--- src/input_action_mapper_defines.svh ---
// Assertion macros for the input action mapper.
// Included by files that carry concurrent assertions; needs clock and reset in scope.
`ifndef INPUT_ACTION_MAPPER_DEFINES_SVH
`define INPUT_ACTION_MAPPER_DEFINES_SVH

`ifndef ASSERT_OFF
`define IAM_ASSERT_IMP(lbl, ante, cons, msg) \
   lbl: assert property (@(posedge clock) disable iff (reset) (ante) |-> (cons)) \
      else $error(msg);
`define IAM_ASSERT_NXT(lbl, ante, cons, msg) \
   lbl: assert property (@(posedge clock) disable iff (reset) (ante) |=> (cons)) \
      else $error(msg);
`else
`define IAM_ASSERT_IMP(lbl, ante, cons, msg)
`define IAM_ASSERT_NXT(lbl, ante, cons, msg)
`endif

`endif

--- src/iam_pkg.sv ---
// Shared types and constants for the input action mapper.
// Used by iam_ctrl, iam_datapath and input_action_mapper; no dependencies.
package iam_pkg;

   typedef enum logic [1:0] {
      OP_LOAD    = 2'd0,
      OP_REBIND  = 2'd1,
      OP_INSTALL = 2'd2,
      OP_HELD    = 2'd3
   } opcode_type;

   localparam logic [1:0] RSP_DONE    = 2'd0;
   localparam logic [1:0] RSP_RANGE   = 2'd1;
   localparam logic [1:0] RSP_REFUSED = 2'd2;

   typedef enum logic [1:0] {
      SWP_CLEAR,
      SWP_REBIND,
      SWP_INSTALL,
      SWP_HELD
   } sweep_mode_type;

   typedef struct packed {
      opcode_type  opcode;
      logic [2:0]  group;
      logic [3:0]  slot;
      logic [1:0]  device;
      logic [15:0] key_code;
      logic        frame_last;
   } req_item_type;

   typedef struct packed {
      logic [1:0]  status;
      logic        frame_done;
      logic [13:0] edges;
   } rsp_item_type;

   typedef struct packed {
      logic           capture;
      logic           step;
      sweep_mode_type mode;
      logic           load_we;
      logic           activate;
      logic           emit;
   } ctrl_cmd_type;

   typedef struct packed {
      opcode_type op;
      logic       range_err;
      logic       reserved;
      logic       group_match;
      logic       sweep_last;
   } dp_status_type;

   function automatic logic [15:0] default_key(input logic [4:0] idx);
      logic [15:0] key;
      case (idx)
         5'd0:    key = 16'd203;
         5'd1:    key = 16'd205;
         5'd2:    key = 16'd200;
         5'd3:    key = 16'd208;
         5'd4:    key = 16'd18;
         5'd5:    key = 16'd19;
         5'd6:    key = 16'd32;
         5'd7:    key = 16'd33;
         5'd8:    key = 16'd29;
         5'd9:    key = 16'd57;
         5'd10:   key = 16'd34;
         5'd11:   key = 16'd35;
         5'd12:   key = 16'd42;
         5'd13:   key = 16'd15;
         default: key = 16'd0;
      endcase
      return key;
   endfunction

endpackage

--- src/iam_ctrl.sv ---
// Sequencer for the input action mapper: clearing pass, decode, sweeps, response.
// Depends on iam_pkg for command and status types.
module iam_ctrl (
   input  logic                  clock,
   input  logic                  reset,
   input  logic                  req_valid,
   output logic                  req_ready,
   output logic                  rsp_valid,
   input  logic                  rsp_ready,
   input  iam_pkg::dp_status_type sts,
   output iam_pkg::ctrl_cmd_type  cmd
);
   import iam_pkg::*;

   typedef enum logic [2:0] {
      S_CLEAR,
      S_IDLE,
      S_DECODE,
      S_SWEEP,
      S_DRAIN,
      S_FINISH
   } state_type;

   state_type      state_ff, state_in;
   sweep_mode_type mode_ff, mode_in;
   logic           rsp_valid_ff, rsp_valid_in;

   assign req_ready = (state_ff == S_IDLE);
   assign rsp_valid = rsp_valid_ff;

   always_comb begin
      state_in     = state_ff;
      mode_in      = mode_ff;
      rsp_valid_in = rsp_valid_ff && !rsp_ready;
      cmd          = '0;
      cmd.mode     = mode_ff;
      case (state_ff)
         S_CLEAR: begin
            cmd.step = 1'b1;
            cmd.mode = SWP_CLEAR;
            if (sts.sweep_last) state_in = S_IDLE;
         end
         S_IDLE: begin
            if (req_valid) begin
               cmd.capture = 1'b1;
               state_in    = S_DECODE;
            end
         end
         S_DECODE: begin
            case (sts.op)
               OP_LOAD: begin
                  cmd.load_we = !sts.range_err;
                  state_in    = S_FINISH;
               end
               OP_REBIND: begin
                  if (sts.range_err || sts.reserved) begin
                     state_in = S_FINISH;
                  end else begin
                     mode_in  = SWP_REBIND;
                     state_in = S_SWEEP;
                  end
               end
               OP_INSTALL: begin
                  if (sts.range_err) begin
                     state_in = S_FINISH;
                  end else begin
                     mode_in  = SWP_INSTALL;
                     state_in = S_SWEEP;
                  end
               end
               OP_HELD: begin
                  mode_in  = SWP_HELD;
                  state_in = S_SWEEP;
               end
               default: state_in = S_FINISH;
            endcase
         end
         S_SWEEP: begin
            cmd.step = 1'b1;
            if (sts.sweep_last) state_in = S_DRAIN;
         end
         S_DRAIN: begin
            if (mode_ff == SWP_REBIND && sts.group_match) begin
               mode_in  = SWP_INSTALL;
               state_in = S_SWEEP;
            end else begin
               cmd.activate = (mode_ff == SWP_INSTALL);
               state_in     = S_FINISH;
            end
         end
         S_FINISH: begin
            if (!rsp_valid_ff || rsp_ready) begin
               cmd.emit     = 1'b1;
               rsp_valid_in = 1'b1;
               state_in     = S_IDLE;
            end
         end
         default: state_in = S_IDLE;
      endcase
   end

   always_ff @(posedge clock) begin
      if (reset) begin
         state_ff     <= S_CLEAR;
         mode_ff      <= SWP_CLEAR;
         rsp_valid_ff <= 1'b0;
      end else begin
         state_ff     <= state_in;
         mode_ff      <= mode_in;
         rsp_valid_ff <= rsp_valid_in;
      end
   end

endmodule

--- config.mk ---
export PLATFORM = sky130hd
export DESIGN_NAME = iam_ctrl
export DESIGN_NICKNAME = d
export VERILOG_FILES = /design/src/input_action_mapper_defines.svh /design/src/iam_pkg.sv /design/src/iam_ctrl.sv
export SDC_FILE = /design/constraint.sdc
export NUM_CORES = 1
export LEC_CHECK = 0
export BUFFER_PORTS_ARGS = -buffer_cell sky130_fd_sc_hd__buf_2
export CORE_AREA = 3 3 40 42
export DETAILED_ROUTE_END_ITERATION = 16
export DIE_AREA = 0 0 43 45
export PLACE_DENSITY = 0.68
export SYNTH_ARGS = -nofsm -noshare
export SYNTH_HDL_FRONTEND = slang
export SYNTH_SLANG_ARGS = --single-unit
--- constraint.sdc ---
create_clock -name clock -period 1.3 [get_ports clock]
set_input_delay 0.065 -clock clock [delete_from_list [all_inputs] [get_ports clock]]
set_output_delay 0.065 -clock clock [all_outputs]
set_load 0.01 [all_outputs]
# Yosys cells after proc, flatten, opt, wreduce, memory -nomap -nowiden
# Index checks and enable logic that the tools add are counted.
[totals] ff_bits=6 in_bits=10 wordCells=60
[classes] eq_ne=18 muxes=26 reduce_logical=13
[op_table] op="$mux W3" count=7
[op_table] op="$pmux W3 S6" count=1
[op_table] op="$pmux W3 S4" count=1
[op_table] op="$mux W1" count=11
[op_table] op="$ne A2 B2 Y1 const B" count=5
[op_table] op="$mux W2" count=4
[op_table] op="$eq A2 B2 Y1 const B" count=3
[op_table] op="$eq A3 B2 Y1 const B" count=2
[op_table] op="$eq A3 B3 Y1 const B" count=2
[op_table] op="$ne A3 B3 Y1 const B" count=2
[op_table] op="$pmux W2 S3" count=1
[op_table] op="$reduce_and A5 Y1" count=1
[op_table] op="$eq A2 B1 Y1 const B" count=2
[op_table] op="$ne A4 B1 Y1 const B" count=1
[op_table] op="$pmux W2 S2" count=1
[op_table] op="$reduce_and A4 Y1" count=1
[op_table] op="$eq A3 B1 Y1 const B" count=1
[op_table] op="$logic_not A1 Y1" count=3
[op_table] op="$logic_not A3 Y1" count=1
[op_table] op="$logic_and A1 B1 Y1" count=2
[op_table] op="$logic_not A2 Y1" count=1
[op_table] op="$logic_or A1 B1 Y1" count=2
[op_table] op="$reduce_bool A2 Y1" count=1
[op_table] op="$reduce_or A2 Y1" count=1

# Longest topological paths before layout
# Gate-level depths: netlist of the first run.
[depth] depth_word=4 ltp_mapped=5

# Worst setup path before layout of the first run
# OpenSTA, ideal clock, no wires.
[synth_path] path_type="reg-to-reg" startpoint="register state_ff[1]" endpoint="register mode_ff[1]" setup_ns=0.086 t_arrival_ns=1.275 setup_slack_ns=-0.062 path_stages_with_launch=6 period_less_slack_ns=1.362 path_cell_list="dfxtp_1 > buf_6 > or3b_4 > a31oi_4 > nor2b_2 > a221oi_2"
[synth_between] elab_chain_len=3 word_cells_on_any_way=9
[synth_lines] element="start: declaration" line_no="iam_ctrl.sv:24" rtl="state_type state_ff, state_in;"
[synth_lines] element="start signal: assignment" line_no="iam_ctrl.sv:108" rtl="state_ff <= state_in;"
[synth_lines] element="$eq A3 B2 Y1 or $eq A3 B3 Y1 (tied branches)" line_no="iam_ctrl.sv:37" rtl="case (state_ff)"
[synth_lines] element="$ne A4 B1 Y1 (no source line) (tied with other cells)"
[synth_lines] element="$reduce_and A5 Y1 (no source line)"
[synth_lines] element="end signal: assignment" line_no="iam_ctrl.sv:109" rtl="mode_ff <= mode_in;"
[synth_lines] element="end: declaration" line_no="iam_ctrl.sv:25" rtl="sweep_mode_type mode_ff, mode_in;"
# Parallel ways exist; a longest one is shown, timed or not.
# A chain may end at the register's enable or synchronous reset.

==> flow_metrics.py, run 1 <==
metrics = {
    "layout": {
        "antenna_cells": 0,
        "final_util_pct": 49.9,
        "area_growth_pct": 43.4,
        "drive_gt1_share_pct": 51.2,
        "final_nets": 92,
        "finish.instance_area_um2": 641,
    },
    "synthesis": {
        "syn_inst": 57,
        "synth_nets": 67,
        "synth-simple-area-share_pct": 38.7,
        "netlist_area_um2": 447,
        "syn_area_per_cell_um2": 7.84,
        "ys_seq_area_share_pct": 26.9,
        "synth_compound_area_share_pct": 26.1,
        "synth_top_family_by_area": "simple AND/OR/NAND/NOR gates",
        "synthXorXnorAreaFrac_pct": 0,
        "synth_warnings": 0,
        "synth_fa_ha_area_share_pct": 0,
        "synth.mux.area_fraction_pct": 0,
        "ys_seq_elements": 6,
        "synth_cell_type_count": 24,
    },
    "global_routing": {
        "grt_pass1_vias": 405,
        "grt_pass1_wl_mm": 1.79,
        "grt_max_degree": 9,
        "track_usage_pct": 12.3,
        "antenna_found_initial": 0,
        "gr-total-overflow": 0,
    },
    "timing": {
        "fin_crit_ps": 1360,
        "period_share_pct": 105,
        "setup_viol": 3,
        "max_freq_ghz": 0.734,
        "maxSlewHeadroom_pct": 81.4,
        "finalWorstSetupSlack_ps": -63.3,
        "setup-tns-final_ps": -112,
        "skew_ps": 10.1,
        "rsz0062_at_grt": "yes",
        "worst_pin_slew_ps": 278,
        "whs_ps": 65.6,
        "final_hold_viol_count": 0,
        "drv_slew": 0,
    },
    "setup_path": {
        "crit_family": "simple AND/OR/NAND/NOR gates",
        "r2r_setup_slack_ps": -10,
        "r2r_end": "mode_ff[1]",
        "rr_startpoint": "state_ff[1]",
        "crit_buf_inv": 2,
        "slowest_stage": "dfxtp_2",
        "worstSetupStartpointType": "flop",
        "worstSetupPathType": "reg2out",
        "rr_worst_depth": 4,
        "worstPathRequired_ps": 1240,
        "critical_path.endpoint_type": "output port",
        "crit_chain": "buf_6 > nand2b_4 > or2_4 > nor2b_1 > buf_2",
        "crit_fanout": 8,
        "cpPeakStageDelay_ps": 310,
        "critical_path_arrival_ps": 1300,
    },
    "placement": {
        "placed_area_um2": 557,
        "io_buffers": 18,
        "dp_hpwl_um": 825,
        "place_congestion": 0.764,
    },
    "run_status": {
        "status": "complete, but fails checks",
        "violations": "negative setup slack",
    },
    "worst_hold_path": {
        "min_to": "mode_ff[1]",
        "hold_depth": 2,
        "min_path_type": "in2reg",
        "hold_start": "reset",
    },
    "cts": {
        "cts.path.max_buffers": 2,
        "cts_root_buffer": "clkbuf_4",
        "htreeDepth": 1,
        "cts.clk_slew.worst_paths_ps": 50,
        "cts_tree": "yes",
        "cts_inserted_buffers": 3,
        "clk_latency_ps": 250,
        "clock_sinks": 6,
    },
    "routing": {
        "drtAntennaViolNets": 0,
        "viasPerCell": 5.22,
        "finalWirelength_mm": 1.11,
        "drtIter0Drc": 13,
        "num_vias": 496,
        "drc": 0,
        "first_pass_iters": 4,
        "routedWlPerCell_um": 11.7,
    },
    "die": {
        "core_mm2": 0.00128,
        "die_area_mm2": 0.00194,
        "initial_utilization_pct": 34.8,
        "io_pins": 19,
        "die_w_um": 43,
        "die_h_um": 45,
        "fp-row-count": 13,
    },
    "pwr": {
        "clockPowerShare_pct": 36.9,
        "ir_drop_v": 0.000510,
        "power.switching_uw": 130,
        "combPwrFrac_pct": 22.3,
        "p_int_uw": 339,
        "seqPwrFrac_pct": 40.8,
        "p_leak_nw": 0.261,
        "switching_share_pct": 27.7,
        "pwr_density_cell_mw_per_mm2": 732,
    },
    "job": {
        "maxCapViolCount": 0,
    },
}
-- cells by family (layout without fill, tap and decap cells) --
logic type      count (synthesis)  in the layout
compound gates                 15             15
simple gates                   30             30
buf+inv                         6             29
flops                           6              6
-- cells in the mapped netlist --
cell type  instances  area [µm²]
a21oi_1            8        40.0
a221oi_2           1        15.0
a311oi_1           2        17.5
a31oi_4            1        21.3
and2_1             1        6.26
and3b_1            1        8.76
buf_6              2        22.5
dfxtp_1            6         120
inv_1              4        15.0
nand2_1            4        15.0
nand2b_1           2        12.5
nand2b_2           1        8.76
nand3_1            1        5.00
nor2_1             8        30.0
nor2b_1            3        18.8
nor2b_2            1        8.76
nor3_1             2        10.0
nor3b_1            1        7.51
nor4_1             2        12.5
o2111ai_1          1        8.76
o21ai_0            1        5.00
o221ai_1           1        8.76
or2_2              1        6.26
or3b_4             2        22.5
-- metal layers --
| metal | up-vias | part of all wire (%) | global-route usage [%] |
|---|---|---|---|
| met5 | - | 0 | 0 |
| met4 | 0 | 1.1 | 5.42 |
| met3 | 2 | 7.8 | 2.39 |
| met2 | 21 | 46 | 18.9 |
| met1 | 224 | 44 | 16.9 |
| li1 | 249 | - | - |
-- through the flow --
stage | power, mW | instances | setup slack [ps]
global route | 0.495 | 95 | -98.5
finish | 0.469 | 95 | -63.3
floorplan | 0.245 | 57 | -28.2
global placement | 0.278 | 91 | 39.6
CTS | 0.462 | 94 | -67.0
detailed placement | 0.278 | 91 | 11.0
-- flip-flops by register name, summed over array words and instances (netlist names) --
register   count
state_ff       3
rsp_valid      1
mode_ff        2
-- how the worst max path moves through the flow --
| stage | slack (ps) | depth (start not counted) | to | startpoint |
|---|---|---|---|---|
| final | -60 | 5 | cmd[0] | state_ff[1] |
| after global routing | -100 | 3 | cmd[2] | state_ff[0] |
| after CTS | -70 | 3 | cmd[2] | state_ff[1] |
| after detailed placement | 10 | 4 | mode_ff[1] | state_ff[2] |
| after global placement | 40 | 4 | mode_ff[1] | state_ff[2] |
| after floorplan | -30 | 5 | mode_ff[1] | state_ff[1] |
-- final cells by class --
| class | count | area [µm²] |
|---|---|---|
| Inverter | 4 | 15.0 |
| Multi-Input combinational cell | 45 | 337 |
| Sequential cell | 6 | 124 |
| Fill cell | 137 | 644 |
| Tap cell | 15 | 18.8 |
| Timing Repair Buffer | 22 | 124 |
| Clock buffer | 3 | 22.5 |
-- cells in the final DEF, fill, tap and decap left out, types with 3 or more instances in the layout --
cell type  instances
clkbuf_4           3
dfxtp_2            3
nand2_1            4
buf_4              3
nor2b_1            3
a21oi_1            7
inv_1              3
dfxtp_1            3
nor2_1             6
buf_2             18
-- power groups by stage --
| stage | logic, mW | clock network [mW] | registers [mW] |
|---|---|---|---|
| after floorplan | 0.0520 | 0 | 0.193 |
| after global routing | 0.116 | 0.188 | 0.191 |
| final | 0.105 | 0.173 | 0.191 |
| after detailed placement | 0.0846 | 0 | 0.194 |
| after CTS | 0.0927 | 0.179 | 0.190 |
| after global placement | 0.0843 | 0 | 0.194 |
-- timing repair --
item | in CTS | in global routing
pin swaps | 1 | 3
endpoints found under the hold margin | 0 | 0
hold buffers | 0 | 0
setup buffers | 0 | 1
setup endpoints to repair | 6 | 9
resized for setup | 7 | 7
Note: power is estimated with default switching activity, not from simulation.
==> run 2: changes to the inputs <==
--- a/config.mk
+++ b/config.mk
@@ -5,11 +5,10 @@
 export SDC_FILE = /design/constraint.sdc
 export NUM_CORES = 1
 export LEC_CHECK = 0
-export BUFFER_PORTS_ARGS = -buffer_cell sky130_fd_sc_hd__buf_2
+export BUFFER_PORTS_ARGS = -buffer_cell sky130_fd_sc_hd__clkbuf_2
 export CORE_AREA = 3 3 40 42
 export DETAILED_ROUTE_END_ITERATION = 16
 export DIE_AREA = 0 0 43 45
-export PLACE_DENSITY = 0.68
 export SYNTH_ARGS = -nofsm -noshare
 export SYNTH_HDL_FRONTEND = slang
 export SYNTH_SLANG_ARGS = --single-unit
==> flow_metrics.py, run 2 (same netlist as run 1, synthesis figures left out) <==
metrics = {
    "run_status": {
        "status": "complete, but fails checks",
        "violations": "negative setup slack",
    },
    "die": {
        "io_pins": 19,
        "core_mm2": 0.00128,
        "die_area_mm2": 0.00194,
        "fp-row-count": 13,
        "initial_utilization_pct": 34.8,
        "die_h_um": 45,
        "die_w_um": 43,
    },
    "cts": {
        "clk_latency_ps": 250,
        "cts.path.max_buffers": 2,
        "htreeDepth": 1,
        "cts_tree": "yes",
        "cts_root_buffer": "clkbuf_4",
        "cts.clk_slew.worst_paths_ps": 50,
        "cts_hold_buf": 0,
        "cts_inserted_buffers": 3,
        "clock_sinks": 6,
    },
    "pwr": {
        "seqPwrFrac_pct": 39.9,
        "combPwrFrac_pct": 21.3,
        "power.switching_uw": 142,
        "ir_drop_v": 0.000485,
        "switching_share_pct": 29.6,
        "clockPowerShare_pct": 38.8,
        "finalPower_uw": 480,
        "p_leak_nw": 0.266,
        "pwr_density_cell_mw_per_mm2": 733,
        "p_int_uw": 338,
    },
    "worst_hold_path": {
        "min_path_type": "in2reg",
        "hold_start": "reset",
    },
    "routing": {
        "drc": 0,
        "routedWlPerCell_um": 12.2,
        "first_pass_iters": 2,
        "viasPerCell": 5.28,
        "drtAntennaViolNets": 0,
        "drtIter0Drc": 6,
        "finalWirelength_mm": 1.18,
        "num_vias": 507,
    },
    "timing": {
        "setup_viol": 4,
        "setup-tns-final_ps": -224,
        "finalWorstSetupSlack_ps": -69.5,
        "max_freq_ghz": 0.730,
        "fin_crit_ps": 1370,
        "final_hold_viol_count": 0,
        "rsz0062_at_grt": "yes",
        "period_share_pct": 105,
        "maxSlewHeadroom_pct": 83.2,
        "worst_pin_slew_ps": 250,
        "drv_slew": 0,
        "skew_ps": 5.51,
    },
    "setup_path": {
        "crit_fanout": 3,
        "cp-startpoint": "state_ff[2]",
        "r2r_setup_slack_ps": -70,
        "worstPathRequired_ps": 1450,
        "rr_startpoint": "state_ff[2]",
        "critical_path_arrival_ps": 1520,
        "critical_path.endpoint_type": "flop",
        "worstSetupPathType": "reg2reg",
        "worstSetupStartpointType": "flop",
    },
    "placement": {
        "io_buffers": 18,
        "place_congestion": 0.728,
        "dp_hpwl_um": 804,
        "preCtsSetupSlack_ps": 15.3,
        "placed_area_um2": 557,
    },
    "layout": {
        "layout_commonest_cell": "clkbuf_2",
        "finish.instance_area_um2": 654,
        "final_nets": 93,
        "drive_gt1_share_pct": 54.3,
        "final-seq-area_um2": 124,
        "regMostFlops": "state_ff",
        "final_cell_mix": "clkbuf_2 (15), nor2_1 (6), a21oi_1 (5)",
        "area_growth_pct": 46.5,
        "multi_input_area_um2": 339,
        "largest_reg_flops": 3,
        "num-fill-cells": 137,
        "final_util_pct": 50.9,
        "antenna_cells": 0,
    },
    "global_routing": {
        "top_usage_layer": "met2",
        "track_usage_pct": 12.4,
        "met3_usage_pct": 7.57,
        "grt_max_degree": 9,
        "gr-total-overflow": 0,
        "antenna_found_initial": 0,
        "gr-usage-met1_pct": 13.3,
        "grt_pass1_vias": 424,
        "grt_pass1_wl_mm": 1.73,
        "grt.met2_usage_pct": 20.7,
    },
    "job": {
        "maxCapViolCount": 0,
    },
}
-- run 2: worst paths after layout --
check | to | cells after the start
worst max-delay path | mode_ff[0] | 4
worst min-delay path | rsp_valid | 2
worst max register to register | mode_ff[0] | 4
worst min register to register | rsp_valid | 2
-- run 2: layer usage --
layer,vias up,part of all wire [%]
li1,256,-
met5,-,0
met4,0,0
met1,233,42
met2,18,49
met3,0,8.8
-- run 2: through the flow --
stage / instances / hold WS [ps]
after floorplan: 57 / 131
after global placement: 91 / 319
after detailed placement: 91 / 324
after CTS: 94 / 55.9
after global routing: 96 / 75.6
final: 96 / 69.7
-- run 2: power groups by stage --
stage,clock [mW],sequential [mW],combinational [mW]
2_1_floorplan,0,0.193,0.0520
3_3_place_gp,0,0.194,0.0847
3_5_place_dp,0,0.194,0.0846
4_1_cts,0.190,0.190,0.0913
5_1_grt,0.202,0.192,0.112
6_report,0.186,0.191,0.102
-- run 2: layout make-up --
type                       count  area share [%]
timing repair buffer          23            20.7
inverter                       4            2.29
multi-input combinational     45            51.8
clock buffer                   3            3.44
tap                           15            2.87
sequential                     6            18.9
-- run 2: what timing repair did --
item / 4_1_cts / 5_1_grt
pin swaps: 1 / 3
cloned: 0 / 0
gates resized for setup: 7 / 12
endpoints found under the setup margin: 8 / 11
buffers inserted: 0 / 2
-- run 2: critical path, cell delays in order, from the launching register on --
cell	delay (ps)
dfxtp_2	320
or3b_4	430
a31oi_4	200
a21oi_2	40
a311oi_1	270
